### config.mk
export PLATFORM = sky130hd
export DESIGN_NAME = rsc_ctrl
export DESIGN_NICKNAME = d
export VERILOG_FILES = /design/src/rtl/core/rsc_pkg.sv /design/src/rtl/core/rsc_ctrl.sv
export SDC_FILE = /design/constraint.sdc
export NUM_CORES = 1
export LEC_CHECK = 0
export BUFFER_PORTS_ARGS = -buffer_cell sky130_fd_sc_hd__buf_2
export CORE_UTILIZATION = 43
export CTS_CLUSTER_SIZE = 25
export DETAILED_ROUTE_END_ITERATION = 10
export MAX_ROUTING_LAYER = met4
export PLACE_DENSITY = 0.67
export SLEW_MARGIN = 20
export SYNTH_ARGS = -nofsm -noshare
export SYNTH_HDL_FRONTEND = slang
export SYNTH_SLANG_ARGS = --single-unit
### constraint.sdc
create_clock -name clk -period 2.1 [get_ports clk]
set_input_delay 0.315 -clock clk [delete_from_list [all_inputs] [get_ports clk]]
set_output_delay 0.315 -clock clk [all_outputs]
set_load 0.005 [all_outputs]
### src/rtl/core/rsc_pkg.sv
// Shared constants, types and helper functions for the Rabbit stream cipher block.
`default_nettype none

package rsc_pkg;

  // Word geometry
  localparam int WORD_W    = 32;
  localparam int KEY_W     = 64;
  localparam int NUM_WORDS = 8;
  localparam int IDX_W     = 3;
  localparam int BLK_WORDS = 4;

  // Configuration register indexes
  localparam int CFG_IDX_W = 2;
  localparam logic [CFG_IDX_W-1:0] REG_KEY_LOW  = 2'd0;
  localparam logic [CFG_IDX_W-1:0] REG_KEY_HIGH = 2'd1;

  // Round sequencing: counter word update, sum, square, g-value, one word per cycle
  localparam int U_OFS    = 1;
  localparam int SQ_OFS   = 2;
  localparam int G_OFS    = 3;
  localparam int CNT_W    = 4;
  localparam int CNT_LAST = NUM_WORDS + G_OFS - 1;

  // Key setup runs this many rounds before the counter mix
  localparam int SETUP_ROUNDS = 4;
  localparam int RND_W        = 2;

  // Counter increment constants
  localparam logic [WORD_W-1:0] CTR_CONST [NUM_WORDS] = '{
    32'h4d34d34d, 32'hd34d34d3, 32'h34d34d34, 32'h4d34d34d,
    32'hd34d34d3, 32'h34d34d34, 32'h4d34d34d, 32'hd34d34d3
  };

  // Commands from the sequencer to the datapath
  typedef struct packed {
    logic             in_load;
    logic             load_key;
    logic             ctr_en;
    logic [IDX_W-1:0] ctr_idx;
    logic             u_en;
    logic             sq_en;
    logic             g_en;
    logic             mix_en;
    logic             kmix_en;
    logic             out_load;
  } dp_cmd_t;

  function automatic logic [WORD_W-1:0] rotl16(input logic [WORD_W-1:0] v);
    rotl16 = {v[15:0], v[31:16]};
  endfunction

  function automatic logic [WORD_W-1:0] rotl8(input logic [WORD_W-1:0] v);
    rotl8 = {v[23:0], v[31:24]};
  endfunction

endpackage

`default_nettype wire

### src/rtl/core/rsc_ctrl.sv
// Sequencer of the Rabbit stream cipher: key setup, rounds and result handoff.
`default_nettype none

module rsc_ctrl (
  input  wire logic       clk,
  input  wire logic       rst_n,
  input  wire logic       in_valid,
  input  wire logic       in_restart,
  output logic            in_ready,
  output logic            out_valid,
  input  wire logic       out_ready,
  output rsc_pkg::dp_cmd_t cmd
);

  typedef enum logic [2:0] {
    ST_IDLE,
    ST_LOAD,
    ST_ROUND,
    ST_MIX,
    ST_KMIX,
    ST_FINISH
  } state_t;

  localparam logic [rsc_pkg::CNT_W-1:0] CNT_LAST = rsc_pkg::CNT_W'(rsc_pkg::CNT_LAST);
  localparam logic [rsc_pkg::CNT_W-1:0] CTR_END  =
    rsc_pkg::CNT_W'(rsc_pkg::NUM_WORDS - 1);
  localparam logic [rsc_pkg::CNT_W-1:0] U_FIRST  = rsc_pkg::CNT_W'(rsc_pkg::U_OFS);
  localparam logic [rsc_pkg::CNT_W-1:0] SQ_FIRST = rsc_pkg::CNT_W'(rsc_pkg::SQ_OFS);
  localparam logic [rsc_pkg::CNT_W-1:0] G_FIRST  = rsc_pkg::CNT_W'(rsc_pkg::G_OFS);

  state_t                      state_r, state_nxt;
  logic [rsc_pkg::CNT_W-1:0]   cnt_r, cnt_nxt;
  logic [rsc_pkg::RND_W-1:0]   rounds_r, rounds_nxt;
  logic                        setup_r, setup_nxt;
  logic                        out_valid_r, out_valid_nxt;
  logic                        in_xfer;

  assign in_ready = (state_r == ST_IDLE);
  assign in_xfer  = in_valid && in_ready;
  assign out_valid = out_valid_r;

  // Datapath commands decoded from state and round cycle
  always_comb begin
    cmd          = '0;
    cmd.in_load  = in_xfer;
    cmd.load_key = (state_r == ST_LOAD);
    cmd.ctr_en   = (state_r == ST_ROUND) && (cnt_r <= CTR_END);
    cmd.ctr_idx  = cnt_r[rsc_pkg::IDX_W-1:0];
    cmd.u_en     = (state_r == ST_ROUND) && (cnt_r >= U_FIRST) &&
                   (cnt_r <= CTR_END + U_FIRST);
    cmd.sq_en    = (state_r == ST_ROUND) && (cnt_r >= SQ_FIRST) &&
                   (cnt_r <= CTR_END + SQ_FIRST);
    cmd.g_en     = (state_r == ST_ROUND) && (cnt_r >= G_FIRST);
    cmd.mix_en   = (state_r == ST_MIX);
    cmd.kmix_en  = (state_r == ST_KMIX);
    cmd.out_load = (state_r == ST_FINISH) && (!out_valid_r || out_ready);
  end

  // Next-state logic
  always_comb begin
    state_nxt  = state_r;
    cnt_nxt    = cnt_r;
    rounds_nxt = rounds_r;
    setup_nxt  = setup_r;
    unique case (state_r)
      ST_IDLE: begin
        if (in_valid) begin
          cnt_nxt = '0;
          if (in_restart) begin
            state_nxt  = ST_LOAD;
            rounds_nxt = rsc_pkg::RND_W'(rsc_pkg::SETUP_ROUNDS - 1);
            setup_nxt  = 1'b1;
          end else begin
            state_nxt  = ST_ROUND;
            rounds_nxt = '0;
            setup_nxt  = 1'b0;
          end
        end
      end
      ST_LOAD: begin
        state_nxt = ST_ROUND;
      end
      ST_ROUND: begin
        if (cnt_r == CNT_LAST) begin
          state_nxt = ST_MIX;
          cnt_nxt   = '0;
        end else begin
          cnt_nxt = cnt_r + 1'b1;
        end
      end
      ST_MIX: begin
        if (rounds_r != '0) begin
          state_nxt  = ST_ROUND;
          rounds_nxt = rounds_r - 1'b1;
        end else if (setup_r) begin
          state_nxt = ST_KMIX;
        end else begin
          state_nxt = ST_FINISH;
        end
      end
      ST_KMIX: begin
        state_nxt = ST_ROUND;
        setup_nxt = 1'b0;
      end
      ST_FINISH: begin
        if (cmd.out_load) state_nxt = ST_IDLE;
      end
      default: state_nxt = ST_IDLE;
    endcase
  end

  // Result valid: set on load, drop on transfer
  always_comb begin
    out_valid_nxt = out_valid_r;
    if (cmd.out_load) out_valid_nxt = 1'b1;
    else if (out_ready) out_valid_nxt = 1'b0;
  end

  // State and registered outputs
  always_ff @(posedge clk) begin
    if (!rst_n) begin
      state_r     <= ST_IDLE;
      cnt_r       <= '0;
      rounds_r    <= '0;
      setup_r     <= 1'b0;
      out_valid_r <= 1'b0;
    end else begin
      state_r     <= state_nxt;
      cnt_r       <= cnt_nxt;
      rounds_r    <= rounds_nxt;
      setup_r     <= setup_nxt;
      out_valid_r <= out_valid_nxt;
    end
  end

  // A block in work closes the input until its result is loaded
  a_busy_after_xfer: assert property (@(posedge clk) disable iff (!rst_n)
    in_xfer |=> !in_ready)
    else $error("input accepted while a block was in work");

  // A pending result is never overwritten
  a_no_overwrite: assert property (@(posedge clk) disable iff (!rst_n)
    cmd.out_load |-> (!out_valid_r || out_ready))
    else $error("result register overwritten before transfer");

  // Loading a result makes it visible on the next cycle
  a_load_shows: assert property (@(posedge clk) disable iff (!rst_n)
    cmd.out_load |=> out_valid)
    else $error("loaded result not presented");

  // Whole-state commands never collide
  a_cmd_excl: assert property (@(posedge clk) disable iff (!rst_n)
    $onehot0({cmd.load_key, cmd.mix_en, cmd.kmix_en, cmd.ctr_en, cmd.out_load}))
    else $error("conflicting datapath commands");

endmodule

`default_nettype wire

==> run summary, run 1 <==
The run finished with clean final reports. For the finished layout, the period the worst path requires is about 1900 ps. The worst setup path is of the reg2out kind. The initial standard-cell utilization of the core is approximately 48%. The standard-cell row count came out at 14. For this design, the sink count on the clock tree is 11.

The synthesized netlist contains 35 unique library cells. Counting flops and latches in the post-synthesis netlist gives 11. The library cell used most frequently in the layout, excluding fill and tap cells, is buf_2. Entering global routing, the biggest net connects 19 pins.

The biggest area contributor in the post-synthesis netlist is dfxtp_1. The count of final max-slew check failures is 0. Summing over every cut layer, the via total after detailed routing is 734.

Leaving out fill and tap cells, the most frequent cells in the layout are buf_2, nor2_1, dfxtp_1, a21oi_1, o21ai_0. The most critical setup path has its startpoint at state_r[1]$_SDFFE_PN0P_. The worst path setup slack after routing came out at roughly 190 ps. The ratio of cells with drive above 1 in the final layout is between 20% and 30%. The initial antenna violation count came to 0. In this run the remaining antenna-violating nets after routing total 0. The total setup violations reported at the end of the flow is 0.

The per-cell routed wire length came out at 11.53 um. The worst hold path belongs to the class in2reg. The total grt overflow came out at 0. The final layout net count is around 120. Among all stages on the critical path, the largest delay is contributed by dfxtp_1. The power density over the cells came out at roughly 670 nW/um^2.

The number of buffers inserted by hold repair at cts is 0. The H-tree depth came out at 1. The worst ir drop on vdd came out at between 0.0004 and 0.0005 V. The detailed router finished its first iteration with 18 violations. In this run the deepest clock path goes through 2 buffers. In this run the worst path has a maximum fanout of 10. Dividing the detail-routed via count by the number of cells gives 5.437.

TritonCTS built the clock tree. The final hold violation count is 0. The critical path capture point type is a primary output. The top achievable clock speed came out at between 500 and 600 MHz. The number of remaining DRC errors is 0. The core region is 1594 sq um.

The startpoint identified for the worst hold timing path is in_restart. The number of flops mapped to enable cells by yosys came out at 0. The data required time at the worst endpoint is 1780 ps.

From bottom edge to top edge, the die measures around 44 um. The area enclosed by the die boundary is 1966 sq um. In the synthesized netlist the dominant register cell turns out to be dfxtp_1. The number of clock buffers inserted by TritonCTS came out at 3. The standby leakage power is ~0.00037 uW. The worst hold margin came out at approximately 360 ps. The I/O pin total came out at 19. The fill cell total of the finished layout is about 160. The signal on the critical path passes through or3b_1 -> nor2_1 -> buf_2.

The fraction of synthesis flops using an asynchronous set or reset pin came out at 0%. The count of buffers added on input and output ports is 18. The antenna diode count is 0. The area overhead of the layout relative to synthesis is 10.07%.

A synthesized cell averages between 7 and 8 sq um. The largest stage delay on the critical path came out at about 520 ps. The global-route usage over all layers came out at 18.33%. The via count of the first global-routing pass is approximately 600. The root buffer cell chosen for the clock tree is clkbuf_4. Synthesis produced a netlist with a net count of roughly 110.

The worst relative slew slack is ~65%. The number of resized instances in the post-cts repair step came out at 0. After detailed routing, the total wire length is around 1600 um. For the pin with the worst max-slew slack, the measured transition is ~530 ps. The max-capacitance violation count is 0.

Clock skew on the completed layout was measured at 6.880 ps. The global-route wire length before repair is ~2500 um. The final weighted congestion of routability-driven global placement came out at just over 0.8. Yosys attributes the largest share of cell area to dfxtp_1, nor2_1, buf_4, a21oi_1, o21ai_0. The detailed-router iteration count before antenna repair is 4. The clock insertion delay at the later pin of the skew report came out at approximately 280 ps. The clock transition at the registers of the reported paths came out at around 80 ps. The mapped netlist covers a little under 800 sq um. The signal arrival time at the worst endpoint came out at approximately 1600 ps. Summing internal, switching and leakage power gives ~570 uW. Of the available clock period, the critical path in the final layout requires 90.71%. The sequential fraction of the synthesis area came out at ~29%. Cells fill 53.22% of the core in the end. The die width is around 44 um. The worst setup path is launched from a flop. The final sum of negative setup slack is 0 ps. The setup check on the worst reg-to-reg path leaves a slack of 480 ps. Detailed placement ended at an HPWL of between 1000 and 1500 um.

Summed over its instances, the top area cell type makes up about 29% of the synthesized netlist area. The pre-CTS setup slack is roughly 510 ps. Setup repair after global routing left no endpoint under its margin. The startpoint identified for the worst register-to-register timing path is state_r[1]$_SDFFE_PN0P_.

The synthesized netlist cell count came out at 102. The count of synthesis-stage warnings from yosys came out at 0. Once the clock tree was built, the setup fixing pass inserted 0 buffers.
==> logic make-up (layout without fill, tap and decap cells) <==
kind of cell	after synthesis	after routing	share of synthesized area, %
xor gates and xnor gates	2	2	2.273
and+or+nand+nor	41	41	31.01
muxes	1	1	1.299
AOI/OAI and AO/OA	27	27	22.73
adders and majority gates	1	1	1.623
DFF	11	11	28.57
buffers and inverters	19	28	12.50
==> state kept, by name, summed over array words and instances, names as in the netlist <==
name,count
cnt_r,4
out_valid,1
rounds_r,2
setup_r,1
state_r,3
==> routing by layer <==
| metal | global-route usage [%] | up-vias | share of wire (%) |
|---|---|---|---|
| met2 | 28.82 | 30 | 47 |
| met4 | 7.879 | 0 | 1.5 |
| met5 | - | - | 0 |
| met1 | 21.70 | 324 | 45 |
| li1 | - | 375 | - |
| met3 | 5.306 | 5 | 6.4 |
==> report_power, final <==
group	internal [uW]	switching (uW)	leakage, uW
registers	226	33.3	0.0000899
logic	74.4	80.3	0.000260
clock network	70.7	79.9	0.0000177
==> stage by stage <==
stage | instances | instance area [sq um]
after floorplan | 102 | 770.7
after global placement | 131 | 820.8
after detailed placement | 131 | 820.8
after CTS | 135 | 848.3
after global routing | 135 | 848.3
final | 135 | 848.3
==> layout make-up <==
class | count | area, sq um | area share [%]
clock buffers | 3 | 22.52 | 2.655
clock inverters | 1 | 5.005 | 0.5900
inverters | 5 | 18.77 | 2.212
multi-input cells | 72 | 454.2 | 53.54
flip-flops and latches | 11 | 220.2 | 25.96
well taps | 24 | 30.03 | 3.540
repair buffers | 19 | 97.59 | 11.50
==> cells in the mapped netlist (all sizes together) (2+ instances only) <==
| cell | number |
|---|---|
| nor4b | 2 |
| a221oi | 3 |
| buf | 9 |
| nor3 | 5 |
| o21ai | 6 |
| inv | 5 |
| dfxtp | 11 |
| xor2 | 2 |
| clkbuf | 5 |
| nor2 | 13 |
| a21boi | 3 |
| nand2 | 5 |
| nand3b | 2 |
| o211ai | 2 |
| nor3b | 4 |
| nor2b | 3 |
| a21oi | 7 |
| o21a | 2 |
==> worst max-delay path: cells and delay by family (launching register included) <==
family                 cells  cell delay (ps)
buffers and inverters      1              130
DFF                        1              520
and+or+nand+nor            2              660
==> path summary, 6_finish.rpt <==
check	depth (start not counted)	to
setup / recovery	3	cmd[9]
hold / removal	3	setup_r$_SDFFE_PN0P_
setup reg to reg	3	cnt_r[2]$_SDFFE_PN0P_
hold reg to reg	2	setup_r$_SDFFE_PN0P_
Power figures use the tool's default switching activity.
==> inputs of run 2 (changes only) <==
--- a/config.mk
+++ b/config.mk
@@ -9,6 +9,7 @@
 export CORE_UTILIZATION = 43
 export CTS_CLUSTER_SIZE = 25
 export DETAILED_ROUTE_END_ITERATION = 10
+export GPL_TIMING_DRIVEN = 0
 export MAX_ROUTING_LAYER = met4
 export PLACE_DENSITY = 0.67
 export SLEW_MARGIN = 20
==> run summary, run 2 (same netlist as run 1, synthesis figures left out) <==
In the final layout, the registers with the most flip-flops are cnt_r x4, state_r x3, rounds_r x2. The count of input and output buffers is 18 (unchanged). The most common library cell in the layout ignoring fill and taps is buf_2. The initial antenna violation count is 0 (unchanged).

The critical path start-end classification is reg2out. The number of remaining DRC errors is 0 (unchanged). The sequential cell area is 220.2 sq um (unchanged). The die extent in y is 44.34 um (unchanged). The area overhead of the layout relative to synthesis came out at 19.16%.

The floorplan core area came to 1594 sq um (unchanged). The count of final max-slew check failures came out at 0 (unchanged). The number of placed instances with taps included came out at 144 (+9.9%). The largest register by flop count is cnt_r. The standard-cell row count came out at 14 (unchanged). The global-route wire length before repair came out at 2711 um (+6.5%). The detailed route wirelength on metal2 was 724 um (-0.82%). The worst path setup slack after routing came out at 167.0 ps (-27.98 ps).

Leaving out fill and tap cells, the most frequent cells in the layout are buf_2, nor2_1, dfxtp_1, a21oi_1. The final sum of negative setup slack is 0 ps (unchanged). The flip-flop count of the largest register, all copies and words added came to 4 (unchanged).

The die width is 44.34 um (unchanged). The number of resized instances in the post-cts repair step came out at 0 (unchanged). The antenna diode count is 0 (unchanged).

The met3 wire length is 67 um (-33%). The worst hold margin came out at 325.1 ps (-33.54 ps). STA classifies the critical path endpoint as a primary output. Tracing the worst setup path back leads to its startpoint at state_r[2]$_SDFFE_PN0P_. The largest fanout on the critical path is 10 (unchanged). The count of antenna-violating nets left after detailed routing came out at 0 (unchanged). The portion of the clock cycle consumed by the worst path in the final layout came out at 92.05% (+1.3 points).

The clock transition at the registers of the reported paths came out at 80 ps (about the same). The worst relative slew slack was 66.29% (+1.7 points). CTS placed an instance of clkbuf_4 at the clock tree root. The clock insertion delay at the later pin of the skew report was 280 ps (about the same). The worst ir drop on vdd is 0.0004025 V (-7.9%). The standby leakage power is 0.0004093 uW (+11%). The buffer count from post-CTS setup fixing is 0 (unchanged).

The top achievable clock speed is 517.3 MHz (-1.4%). The fill cell total of the finished layout came out at 167 (+2.5%). The I/O pin total is 19 (unchanged). The total via count in the routed design is 789 (+7.5%).

The via count of the first global-routing pass is 640 (+7.0%). The type of element launching the critical path is a flop. The pre-CTS setup slack came out at 459.6 ps (-50.82 ps). The actual transition at the worst max-transition pin is 504.4 ps (-26.44 ps). The initial standard-cell utilization of the core was 48.35% (unchanged). The per-cell routed wire length came out at 10.82 um (-6.1%).

The HPWL after detailed placement is 1179 um (+4.3%). The overall routed net length is 1601 um (+2.9%). The ratio of cells with drive above 1 in the final layout is 25.81% (+3.3 points). The total grt overflow is 0 (unchanged). The detailed-router iteration count before antenna repair came out at 4 (unchanged).

The highest layer touched by signal routing is met4. The H-tree depth came out at 1 (unchanged). The number of DRC markers in iteration 0 is 8 (-10). The final critical path time including I/O delays and setup came out at 1933 ps (+27.98 ps).

The launch instance of the worst min-delay path is rst_n. The data required time at the worst endpoint came to 1780 ps (about the same). The number of clock sinks seen by CTS is 11 (unchanged). The largest clock skew in the final design came out at 5.342 ps (-1.538 ps).

The final hold violation count was 0 (unchanged). The signal arrival time at the worst endpoint is 1620 ps (+30 ps). The number of buffers on the longest clock path came to 2 (unchanged). The max-capacitance violation count was 0 (unchanged). The sum of routed wire segments on met1 was 763 um (+8.7%). The non-filler instance count after layout came to 148 (+9.6%). Setup repair after global routing left no endpoint under its margin. The power density over the cells is 640.2 nW/um^2 (-3.9%).

The vias per cell came out at 5.331 (-1.9%). The path class of the tightest hold or removal check is in2reg. The number of buffers inserted by hold repair at cts came out at 0 (unchanged). The largest net degree at the start of global routing came to 11 (-8).

The final layout net count came out at 131 (+11%). The global-route usage over all layers is 19.60% (+1.3 points). The total power consumption of the routed design is 587.9 uW (+4.0%).

The number of clock buffers inserted by TritonCTS is 3 (unchanged). The total setup violations reported at the end of the flow is 0 (unchanged). The run finished with clean final reports. The TritonCTS clock tree is built. The area enclosed by the die boundary is 1966 sq um (unchanged).

The start of the worst register-to-register path is state_r[0]$_SDFFE_PN0P_. The final weighted congestion of routability-driven global placement is 0.8214 (-0.42%). The area of combinational cells with multiple inputs was 454.2 sq um (unchanged).
==> run 2: cell types whose count changed in the layout (fill, tap and decap cells not counted), sizes merged <==
| cell | previous run | this run |
|---|---|---|
| buf | 19 | 27 |
| clkbuf | 3 | 8 |
==> run 2: final timing paths <==
kind / end / slack (ps) / cells after the start
max: cmd[0] / 170 / 5
min: rounds_r[1]$_SDFFE_PN0P_ / 330 / 3
max reg2reg: cnt_r[2]$_SDFFE_PN0P_ / 590 / 5
min reg2reg: setup_r$_SDFFE_PN0P_ / 520 / 2
==> run 2: final cells by class <==
type	instances	share of cell area, %
Multi-Input combinational cell	72	49.46
Clock buffer	3	2.452
Inverter	5	2.044
Timing Repair Buffer	18	9.809
Sequential cell	11	23.98
Buffer	14	8.447
Clock inverter	1	0.5450
Tap cell	24	3.270
==> run 2: report_power, final <==
| part | switching (uW) | internal [uW] |
|---|---|---|
| sequential | 7.29 | 226 |
| clock | 83.6 | 70.7 |
| combinational | 110 | 89.7 |
| total | 201 | 387 |
==> run 2: stage by stage <==
stage | utilization [%] | instance area [sq um]
CTS | 57.61 | 918.4
global placement | 55.89 | 890.9
global route | 57.61 | 918.4
finish | 57.61 | 918.4
floorplan | - | 770.7
detailed placement | 55.89 | 890.9
==> run 2: metal layers <==
layer / vias to the layer above / track usage, %
met4: 0 / 12.73
li1: 401 / -
met2: 21 / 30.29
met1: 363 / 23.87
met3: 4 / 2.449
met5: - / -
==> run 2: worst max-delay path, stage by stage, from the launching register on <==
cell and delay, ps:
dfxtp_1 420, clkbuf_1 350, nand2_1 170, nor3_1 170, buf_4 130, buf_2 90
